$ cat src/pl_pkg.sv
`timescale 1ns / 1ps
`default_nettype none

package pl_pkg;

  typedef enum logic [1:0] {
    MODE_INSERT   = 2'd0,
    MODE_DELETE   = 2'd1,
    MODE_SEARCH   = 2'd2,
    MODE_TRAVERSE = 2'd3
  } mode_e;

  typedef enum logic [2:0] {
    ST_OK       = 3'd0,
    ST_INVALID  = 3'd1,
    ST_EMPTY    = 3'd2,
    ST_NOTFOUND = 3'd3,
    ST_FULL     = 3'd4
  } status_e;

  localparam int unsigned PosW  = 8;
  localparam int unsigned DataW = 32;
  localparam int unsigned FposW = 6;

  typedef struct packed {
    mode_e                    mode;
    logic [PosW-1:0]          position;
    logic signed [DataW-1:0]  value;
  } cmd_t;

  typedef struct packed {
    status_e                  status;
    logic signed [DataW-1:0]  data_value;
    logic [FposW-1:0]         found_position;
    logic                     last_item;
  } result_t;

endpackage

`default_nettype wire

$ cat src/pl_mem.sv
`timescale 1ns / 1ps
`default_nettype none

module pl_mem #(
  parameter int unsigned Depth = 32,
  parameter int unsigned Width = 32,
  localparam int unsigned AddrW = (Depth > 1) ? $clog2(Depth) : 1
) (
  input  wire logic             clk_i,
  input  wire logic             we_i,
  input  wire logic [AddrW-1:0] waddr_i,
  input  wire logic [Width-1:0] wdata_i,
  input  wire logic [AddrW-1:0] raddr_i,
  output logic      [Width-1:0] rdata_o
);

  logic [Width-1:0] mem_q [Depth];

  always_ff @(posedge clk_i) begin
    if (we_i) begin
      mem_q[waddr_i] <= wdata_i;
    end
  end

  always_ff @(posedge clk_i) begin
    rdata_o <= mem_q[raddr_i];
  end

endmodule

`default_nettype wire

$ cat src/positional_list_engine_core.sv
`timescale 1ns / 1ps
`default_nettype none

// one command at a time; busy stays high until its last result is out
// error statuses and full/empty answers: result strobe in the cycle after start
// insert moves entries up a slot from the end, then writes; delete moves them down
// search: read, then compare each entry; traverse: read, then output each entry
// walks are paced by the single list memory, one registered read per step
// reset clears the entry count and control; results are never stalled
module positional_list_engine_core #(
  parameter int unsigned CAPACITY = 32
) (
  input  wire logic            clk_i,
  input  wire logic            rst_ni,
  input  wire logic            start,
  input  wire pl_pkg::cmd_t    cmd_i,
  output logic                 busy,
  output logic                 result_valid_o,
  output pl_pkg::result_t      result_o
);

  import pl_pkg::*;

  localparam int unsigned IdxW = (CAPACITY > 1) ? $clog2(CAPACITY) : 1;
  localparam int unsigned CntW = $clog2(CAPACITY + 1);

  typedef enum logic [3:0] {
    S_IDLE,
    S_INS_SHIFT,
    S_INS_MOVE,
    S_DEL_SHIFT,
    S_DEL_MOVE,
    S_SRCH_RD,
    S_SRCH_CMP,
    S_TRAV_RD,
    S_TRAV_OUT
  } state_e;

  state_e                  state_q;
  logic [CntW-1:0]         count_q;
  logic [CntW-1:0]         idx_q;
  logic [CntW-1:0]         pos_q;
  logic signed [DataW-1:0] val_q;
  logic                    res_valid_q;
  result_t                 res_q;

  logic                    step_dec;
  logic [CntW-1:0]         idx_step;
  logic                    mem_we;
  logic [IdxW-1:0]         mem_waddr;
  logic [DataW-1:0]        mem_wdata;
  logic [IdxW-1:0]         mem_raddr;
  logic [DataW-1:0]        mem_rdata;
  logic                    accept;
  logic                    is_last;

  assign accept = start && (state_q == S_IDLE);

  // shared index unit: one incrementer/decrementer for every walk
  assign step_dec = (state_q == S_INS_SHIFT) || (state_q == S_INS_MOVE);
  assign idx_step = step_dec ? (idx_q - CntW'(1)) : (idx_q + CntW'(1));
  assign is_last  = (idx_step == count_q);

  always_comb begin
    mem_we    = 1'b0;
    mem_waddr = idx_q[IdxW-1:0];
    mem_wdata = mem_rdata;
    mem_raddr = idx_q[IdxW-1:0];
    case (state_q)
      S_INS_SHIFT: begin
        mem_raddr = idx_step[IdxW-1:0];
        if (idx_q == pos_q) begin
          mem_we    = 1'b1;
          mem_waddr = pos_q[IdxW-1:0];
          mem_wdata = val_q;
        end
      end
      S_INS_MOVE: begin
        mem_we = 1'b1;
      end
      S_DEL_SHIFT: begin
        mem_raddr = idx_step[IdxW-1:0];
      end
      S_DEL_MOVE: begin
        mem_we = 1'b1;
      end
      default: begin
        mem_we = 1'b0;
      end
    endcase
  end

  pl_mem #(
    .Depth(CAPACITY),
    .Width(DataW)
  ) u_mem (
    .clk_i  (clk_i),
    .we_i   (mem_we),
    .waddr_i(mem_waddr),
    .wdata_i(mem_wdata),
    .raddr_i(mem_raddr),
    .rdata_o(mem_rdata)
  );

  always_ff @(posedge clk_i or negedge rst_ni) begin
    if (!rst_ni) begin
      state_q     <= S_IDLE;
      count_q     <= '0;
      idx_q       <= '0;
      pos_q       <= '0;
      val_q       <= '0;
      res_valid_q <= 1'b0;
      res_q       <= '0;
    end else begin
      res_valid_q <= 1'b0;
      res_q       <= '{status: ST_OK, data_value: '0, found_position: '0, last_item: 1'b1};
      case (state_q)
        S_IDLE: begin
          if (accept) begin
            pos_q <= CntW'(cmd_i.position);
            val_q <= cmd_i.value;
            case (cmd_i.mode)
              MODE_INSERT: begin
                if (count_q == CntW'(CAPACITY)) begin
                  res_valid_q  <= 1'b1;
                  res_q.status <= ST_FULL;
                end else if (cmd_i.position > PosW'(count_q)) begin
                  res_valid_q  <= 1'b1;
                  res_q.status <= ST_INVALID;
                end else begin
                  idx_q   <= count_q;
                  state_q <= S_INS_SHIFT;
                end
              end
              MODE_DELETE: begin
                if (count_q == '0) begin
                  res_valid_q  <= 1'b1;
                  res_q.status <= ST_EMPTY;
                end else if (cmd_i.position >= PosW'(count_q)) begin
                  res_valid_q  <= 1'b1;
                  res_q.status <= ST_INVALID;
                end else begin
                  idx_q   <= CntW'(cmd_i.position);
                  state_q <= S_DEL_SHIFT;
                end
              end
              MODE_SEARCH: begin
                if (count_q == '0) begin
                  res_valid_q  <= 1'b1;
                  res_q.status <= ST_EMPTY;
                end else begin
                  idx_q   <= '0;
                  state_q <= S_SRCH_RD;
                end
              end
              MODE_TRAVERSE: begin
                if (count_q == '0) begin
                  res_valid_q  <= 1'b1;
                  res_q.status <= ST_EMPTY;
                end else begin
                  idx_q   <= '0;
                  state_q <= S_TRAV_RD;
                end
              end
              default: begin
                state_q <= S_IDLE;
              end
            endcase
          end
        end
        S_INS_SHIFT: begin
          if (idx_q == pos_q) begin
            // new value lands at its slot this cycle
            count_q     <= count_q + CntW'(1);
            res_valid_q <= 1'b1;
            state_q     <= S_IDLE;
          end else begin
            state_q <= S_INS_MOVE;
          end
        end
        S_INS_MOVE: begin
          idx_q   <= idx_step;
          state_q <= S_INS_SHIFT;
        end
        S_DEL_SHIFT: begin
          if (is_last) begin
            count_q     <= count_q - CntW'(1);
            res_valid_q <= 1'b1;
            state_q     <= S_IDLE;
          end else begin
            state_q <= S_DEL_MOVE;
          end
        end
        S_DEL_MOVE: begin
          idx_q   <= idx_step;
          state_q <= S_DEL_SHIFT;
        end
        S_SRCH_RD: begin
          state_q <= S_SRCH_CMP;
        end
        S_SRCH_CMP: begin
          if (mem_rdata == val_q) begin
            res_valid_q          <= 1'b1;
            res_q.found_position <= FposW'(idx_q);
            state_q              <= S_IDLE;
          end else if (is_last) begin
            res_valid_q  <= 1'b1;
            res_q.status <= ST_NOTFOUND;
            state_q      <= S_IDLE;
          end else begin
            idx_q   <= idx_step;
            state_q <= S_SRCH_RD;
          end
        end
        S_TRAV_RD: begin
          state_q <= S_TRAV_OUT;
        end
        S_TRAV_OUT: begin
          res_valid_q      <= 1'b1;
          res_q.data_value <= mem_rdata;
          res_q.last_item  <= is_last;
          if (is_last) begin
            state_q <= S_IDLE;
          end else begin
            idx_q   <= idx_step;
            state_q <= S_TRAV_RD;
          end
        end
        default: begin
          state_q <= S_IDLE;
        end
      endcase
    end
  end

  assign busy           = (state_q != S_IDLE);
  assign result_valid_o = res_valid_q;
  assign result_o       = res_q;

  // final result of a transaction coincides with the return to idle
  assert property (@(posedge clk_i) disable iff (!rst_ni)
    result_valid_o && result_o.last_item |-> !busy)
    else $error("last result while still busy");

  assert property (@(posedge clk_i) disable iff (!rst_ni)
    result_valid_o && !result_o.last_item |-> busy)
    else $error("intermediate result after command finished");

  assert property (@(posedge clk_i) disable iff (!rst_ni)
    count_q <= CntW'(CAPACITY))
    else $error("entry count above capacity");

  // an accepted command either starts a walk or answers at once
  assert property (@(posedge clk_i) disable iff (!rst_ni)
    start && !busy |=> busy || result_valid_o)
    else $error("command dropped");

  assert property (@(posedge clk_i) disable iff (!rst_ni)
    (count_q != $past(count_q)) |-> result_valid_o && result_o.status == ST_OK)
    else $error("entry count changed without an ok result");

endmodule

`default_nettype wire

$ cat config.mk
export PLATFORM = sky130hd
export DESIGN_NAME = positional_list_engine_core
export DESIGN_NICKNAME = d
export VERILOG_FILES = /design/src/pl_pkg.sv /design/src/pl_mem.sv /design/src/positional_list_engine_core.sv
export SDC_FILE = /design/constraint.sdc
export NUM_CORES = 1
export LEC_CHECK = 0
export BUFFER_PORTS_ARGS = -buffer_cell sky130_fd_sc_hd__buf_2
export CAP_MARGIN = 5
export CORE_MARGIN = 2
export CORE_UTILIZATION = 32
export DETAILED_ROUTE_END_ITERATION = 10
export GPL_TIMING_DRIVEN = 0
export PLACE_DENSITY = 0.48
export SLEW_MARGIN = 30
export SYNTH_ARGS = -nofsm -noshare
export SYNTH_HDL_FRONTEND = slang
export SYNTH_SLANG_ARGS = --single-unit
export TNS_END_PERCENT = 5
$ cat constraint.sdc
create_clock -name clk_i -period 4.77 [get_ports clk_i]
set_input_delay 1.431 -clock clk_i [delete_from_list [all_inputs] [get_ports clk_i]]
set_output_delay 1.431 -clock clk_i [all_outputs]
set_load 0.01 [all_outputs]
=== After elaboration in Yosys (flattened, before gate mapping) ===
Memories as Yosys holds them, arrays and structs flattened. A register that Yosys moved wholly into a read port is not among the register bits.
Index checks and enable logic that the tools add are counted.

* Flip-flop bits (word level): 97
* Bits in writable memories: 1024
* Output and inout port bits: 44
* Memories kept: 1

{| class="wikitable"
|+ Memories
! memory !! depth !! bits a word !! read ports !! clocked after memory_dff !! write ports !! line !! RTL
|-
| u_mem.mem_q || 32 || 32 || 1 || 1 || 1 || pl_mem.sv:17 || <nowiki>logic [Width-1:0] mem_q [Depth];</nowiki>
|}

* $add $sub $neg: 4
* $lt $le $gt $ge: 2
* Eq/ne operators: 26
* Multiplexer cells: 61
* Reduce and logical (&&, ||, !) cells: 15

{| class="wikitable"
|+ Operator list
! kind !! number
|-
| 32-bit 2-to-1 mux || 3
|-
| 6-bit 2-to-1 mux || 13
|-
| 4-bit case mux with 9 select lines || 1
|-
| 32-bit equality test || 1
|-
| 4-bit 2-to-1 mux || 8
|-
| 6-bit case mux with 4 select lines || 1
|-
| 3-bit inequality test (second input constant) || 7
|-
| 6-bit case mux with 3 select lines || 1
|-
| 4-bit by 3-bit equality test with 1-bit output (second input constant) || 4
|-
| 4-bit case mux with 4 select lines || 1
|-
| 3-bit 2-to-1 mux || 5
|-
| 5-bit 2-to-1 mux || 3
|-
| 1-bit 2-to-1 mux || 14
|-
| 6-bit by 1-bit adder with 6-bit output (second input constant) || 2
|-
| 6-bit equality test || 2
|-
| 6-bit case mux with 2 select lines || 1
|-
| 6-bit by 1-bit subtractor with 6-bit output (second input constant) || 2
|-
| 2-bit 2-to-1 mux || 5
|-
| 3-bit case mux with 3 select lines || 1
|-
| 4-bit by 2-bit equality test with 1-bit output (second input constant) || 2
|-
| 8-bit by 6-bit greater-or-equal comparator with 1-bit output || 1
|-
| 8-bit by 6-bit > comparator with 1-bit output || 1
|-
| 8-bit AND reduction || 1
|-
| 4-bit nonzero test || 2
|-
| 21 further kinds || 26
|}

=== Longest topological paths before layout ===
* Depth after elaboration: 7
* Mapped depth: 14

=== By module ===
A second synthesis with hierarchy kept.

* Cell total of the unflattened synthesis: 2739
* Area, all modules: 45984.1 µm²

{| class="wikitable"
|+ By module, submodules not included
! module !! times used !! cells each !! area an instance (µm²) !! seq. area each (µm²)
|-
| pl_mem || 1 || 2260 || 40492.6 || 31390.1
|-
| positional_list_engine_core || 1 || 479 || 5491.5 || 2427.3
|}

=== Worst setup path after synthesis ===
Ideal clock, no wire load.

* Path type: flip-flop to flip-flop
* Start: reg idx_q[4]
* End: mem u_mem.mem_q[28][0] (enable)
* Data arrival time: 3.271 ns
* Path slack: 1.078 ns
* Stages on the path, launching flop included: 8
* Clock period less this slack: 3.692 ns
* Path through: dfrtp_1 -> xor2_1 -> nor4_1 -> nand3_1 -> nor3_1 -> or2_2 -> nand3_1 -> nor2_1

* Word-level cells in the longest chain between the ends: 5

{| class="wikitable"
|+ RTL lines
! item !! line !! RTL
|-
| from (decl) || positional_list_engine_core.sv:41 || <nowiki>logic [CntW-1:0] idx_q;</nowiki>
|-
| from (signal assigned) || positional_list_engine_core.sv:131 || <nowiki>idx_q <= count_q;</nowiki>
|-
| from (signal assigned) || positional_list_engine_core.sv:143 || <nowiki>idx_q <= CntW'(cmd_i.position);</nowiki>
|-
| from (signal assigned) || positional_list_engine_core.sv:182 || <nowiki>idx_q <= idx_step;</nowiki>
|-
| 6-bit equality test || positional_list_engine_core.sv:72 || <nowiki>if (idx_q == pos_q) begin</nowiki>
|-
| 1-bit 2-to-1 mux || positional_list_engine_core.sv:72 ||
|-
| 1-bit case mux with 2 select lines || positional_list_engine_core.sv:69 || <nowiki>case (state_q)</nowiki>
|-
| 1-bit 2-to-1 mux || pl_mem.sv:20 || <nowiki>if (we_i) begin</nowiki>
|-
| 1-bit 2-to-1 mux (implied by the code) || pl_mem.sv:21 || <nowiki>mem_q[waddr_i] <= wdata_i;</nowiki>
|-
| to (decl) || pl_mem.sv:17 ||
|}

Several ways; a longest one is shown, not always the timed one.

=== Worst setup path after layout ===
* Start: reg state_q[2]
* End: reg u_mem.rdata_o[1] (read register of u_mem.mem_q)

* Word-level cells in the longest chain between the ends: 4

{| class="wikitable"
|+ RTL lines
! item !! line !! RTL
|-
| from (decl) || positional_list_engine_core.sv:39 || <nowiki>state_e state_q;</nowiki>
|-
| from (signal assigned) || positional_list_engine_core.sv:107 || <nowiki>state_q <= S_IDLE;</nowiki>
|-
| from (signal assigned) || positional_list_engine_core.sv:132 || <nowiki>state_q <= S_INS_SHIFT;</nowiki>
|-
| from (signal assigned) || positional_list_engine_core.sv:144 || <nowiki>state_q <= S_DEL_SHIFT;</nowiki>
|-
| 4-bit by 1-bit equality test with 1-bit output / 4-bit by 2-bit equality test with 1-bit output (equally long branches) || positional_list_engine_core.sv:60, positional_list_engine_core.sv:69 ||
|-
| 1-bit logical OR || positional_list_engine_core.sv:60 || <nowiki>assign step_dec = (state_q == S_INS_SHIFT) || (state_q == S_INS_MOVE);</nowiki>
|-
| 6-bit 2-to-1 mux || positional_list_engine_core.sv:61 || <nowiki>assign idx_step = step_dec ? (idx_q - CntW'(1)) : (idx_q + CntW'(1));</nowiki>
|-
| 5-bit 2-to-1 mux * || positional_list_engine_core.sv:69 ||
|-
| to (decl) || pl_mem.sv:14 || <nowiki>output logic [Width-1:0] rdata_o</nowiki>
|}

Mark *: on every way between the ends. The rest lies on a longest branch, timed or not.
A chain may end at the register's enable or synchronous reset.

==> summary.md <==
| Metric | Value |
|---|---|
| Row count | `139` |
| CTS tree | `built` |
| Placed cell area | `50900 sq um` |
| Syn nets | `3123` |
| Root Buffer | `clkbuf_16` |
| Cell variety after synth | `just over 60` |
| Commonest cells after routing, fill and taps aside | `edfxtp_1, nand2_1, mux2i_1` |
| Hold_buf cts | `0` |
| Asr flop ratio synth | `approximately 8.4%` |
| Post-CTS Resized | `0` |
| Ys flop type | `edfxtp_1` |
| Share of cells above drive strength 1 | `14.8%` |
| Critical Path Sink Type | `register` |
| Clock skew | `0.0341 ns` |
| Remaining Overflow, GRT | `0` |
| Worst slack, placed | `0.186 ns` |
| Die X | `385 um` |
| Reg2reg setup slack | `0.005 ns` |
| Via density | `5.17` |
| WS Path Type | `reg2reg` |
| CTS Buffer Depth | `3` |
| Finished Cell Area | `54600 sq um` |
| Hold slack | `approximately 0.49 ns` |
| Slowest-stage cell, CP | `clkbuf_1` |
| Number of setup buffers added after CTS | `0` |
| Placer Congestion | `0.816` |
| WP data required | `approximately 5.3 ns` |
| DR DRC count | `0` |
| Yosys reg bits | `between 1k and 1.5k` |
| Initial antenna violation count | `4` |
| Relative max-transition margin | `32.4%` |
| Pre-antenna DRT Iters | `5` |
| Yosys top cell by area | `edfxtp_1` |
| Vias | `27.5k` |
| Final setup margin | `about 0.0048 ns` |
| First-pass GRT wire length | `195000 um` |
| Fin. Hold Viols | `0` |
| Seq/Total Area, Yosys | `~73%` |
| Crit path launch type | `register` |
| Clk_lat worst skew | `a little over 0.7 ns` |
| WL final | `137000 um` |
| Die area | `approximately 150000 sq um` |
| Max FO, Critical Path | `10` |
| Crit-path max cell delay | `0.77 ns` |
| Drt wl/cell | `between 20 and 30 um` |
| Starting density of the core | `about a third` |
| Core area | `144000 sq um` |
| # IOs | `89` |
| Vias in the first global route | `around 27k` |
| H-Tree Depth | `3` |
| Cell mode on critical path | `clkbuf_1` |
| Layout Area Growth over Synthesis | `17.3%` |
| Post-route ant nets | `0` |
| Hpwl dp | `97600 um` |
| Max Freq | `210 MHz` |
| RSZ-0062 raised after global routing | `false` |
| CTS Buf Count | `121` |
| Synth Warn # | `0` |
| Area contributors post-synth | `edfxtp_1, dfrtp_1, mux2i_1` |
| Mean Syn Cell Area | `between 15 and 20 sq um` |
| Final Max Slew Viols | `0` |
| CP Cell Sequence | `buf_4 -> nor2_1 -> nand2_1 -> inv_1 -> ha_1 -> xor2_1 -> o21a_1 -> buf_2 -> clkbuf_1 -> clkbuf_1 -> a21oi_1 -> a221oi_1` |
| Fin crit period | `between 4 and 5 ns` |
| Final period util | `99.9%` |
| Worst-margin pin slew | `1.00 ns` |
| Largest net degree at the start of global routing | `55` |
| Status | `finished clean` |
| Mapped Cells | `3062` |
| Max Cap Viol | `0` |
| HP Class | `reg2reg` |
| Post-Syn Area | `46600 sq um` |
| Port Buffers | `87` |
| GRT Overall Usage | `18.2%` |
| Fin nets | `roughly 3.4k` |
| EDFF count, synth | `~1.0k` |
| Reg clk slew, reported paths | `0.06 ns` |
| Post-synth top area share | `between 60 and 70%` |
| Die H | `385 um` |
| Worst EP arrival | `~5.3 ns` |
| Final setup viols | `0` |
| DRT iter0 DRCs | `~2.3k` |
| Commonest non-fill, non-tap cell in the layout | `edfxtp_1` |
| TritonCTS sink count | `between 1k and 1.5k` |
-- registers in the layout, indices dropped and copies added (netlist names) --
signal,flops
u_mem.mem_q,1024
result_o,42
u_mem.rdata_o,32
val_q,32
count_q,6
idx_q,6
pos_q,6
state_q,4
result_valid_o,1
-- cell usage after synthesis, types with 7 or more instances --
| library cell | n |
|---|---|
| dfrtp_1 | 97 |
| xnor2_1 | 8 |
| a21oi_1 | 77 |
| nor4_1 | 13 |
| a311o_1 | 64 |
| a31oi_1 | 67 |
| buf_4 | 8 |
| buf_2 | 69 |
| dfxtp_1 | 32 |
| xor2_1 | 46 |
| a211oi_1 | 192 |
| buf_1 | 7 |
| inv_1 | 18 |
| nor2_1 | 49 |
| ha_1 | 14 |
| mux2_2 | 73 |
| a32o_1 | 32 |
| nand3_1 | 13 |
| a221oi_1 | 32 |
| clkbuf_1 | 119 |
| mux2i_1 | 237 |
| o31ai_1 | 8 |
| and2_0 | 73 |
| and2_1 | 155 |
| edfxtp_1 | 1024 |
| nand2_1 | 408 |
| a311oi_1 | 64 |
| nand3b_1 | 8 |
-- cell type report --
| class | count | area [sq um] |
|---|---|---|
| Fill cell | 13600 | 89400 |
| Sequential cell | 1153 | 33800 |
| Multi-Input combinational cell | 1686 | 12100 |
| Clock buffer | 162 | 3290 |
| Tap cell | 1903 | 2380 |
| Timing Repair Buffer | 135 | 1680 |
| Buffer | 205 | 896 |
| Clock inverter | 57 | 448 |
| Inverter | 18 | 67.6 |
| Antenna cell | 1 | 2.50 |
-- per-stage QoR --
step / util [%] / instances / TNS [ns]
after floorplan: - / 3062 / 0
after global placement: 34.3 / 5052 / -2452.01
after detailed placement: 35.3 / 5100 / 0
after CTS: 37.9 / 5319 / 0
after global routing: 37.9 / 5319 / 0
final: 37.9 / 5320 / 0
-- worst paths after layout --
path | start | to | cells past startpoint
setup / recovery | state_q[2] | u_mem.rdata_o[1] | 12
hold / removal | u_mem.rdata_o[3] | result_o[10] | 1
setup reg to reg | state_q[2] | u_mem.rdata_o[1] | 12
hold reg to reg | u_mem.rdata_o[3] | result_o[10] | 1
max in group asynchronous | rst_ni | val_q[27] | 2
min in group asynchronous | rst_ni | val_q[4] | 1
-- critical path: cells and delay by family, from the launching register on --
| kind | cells | cell delay [ns] |
|---|---|---|
| AOI/OAI and AO/OA | 3 | 0.95 |
| xor gates and xnor gates | 1 | 0.44 |
| adders and majority gates | 1 | 0.30 |
| buffers and inverters | 5 | 2.11 |
| DFF | 1 | 0.36 |
| and+or+nand+nor | 2 | 0.41 |
-- routing by layer --
| layer | track usage (%) | vias to the layer above | wire (um) |
|---|---|---|---|
| met1 | 25.2 | 14100 | 61100 |
| met4 | 6.95 | 0 | 4710 |
| met3 | 2.79 | 174 | 8230 |
| met5 | 0 | - | 0 |
| met2 | 28.7 | 863 | 62800 |
| li1 | - | 12300 | - |
-- cells by family (layout without fill, tap and decap cells) --
kind of cell / after synthesis / count (layout) / share of synthesized area, %
other: 0 / 1 / 0
AOI/OAI and AO/OA: 559 / 559 / 9.20
muxes: 310 / 310 / 6.86
xor gates and xnor gates: 59 / 59 / 1.23
and+or+nand+nor: 742 / 742 / 7.56
DFF: 1153 / 1153 / 72.6
buffers and inverters: 223 / 577 / 2.07
adders and majority gates: 16 / 16 / 0.462
Power is left out: the tool's default activity adds up to more than one toggle a clock period on the data nets, which glitch-free logic cannot reach.
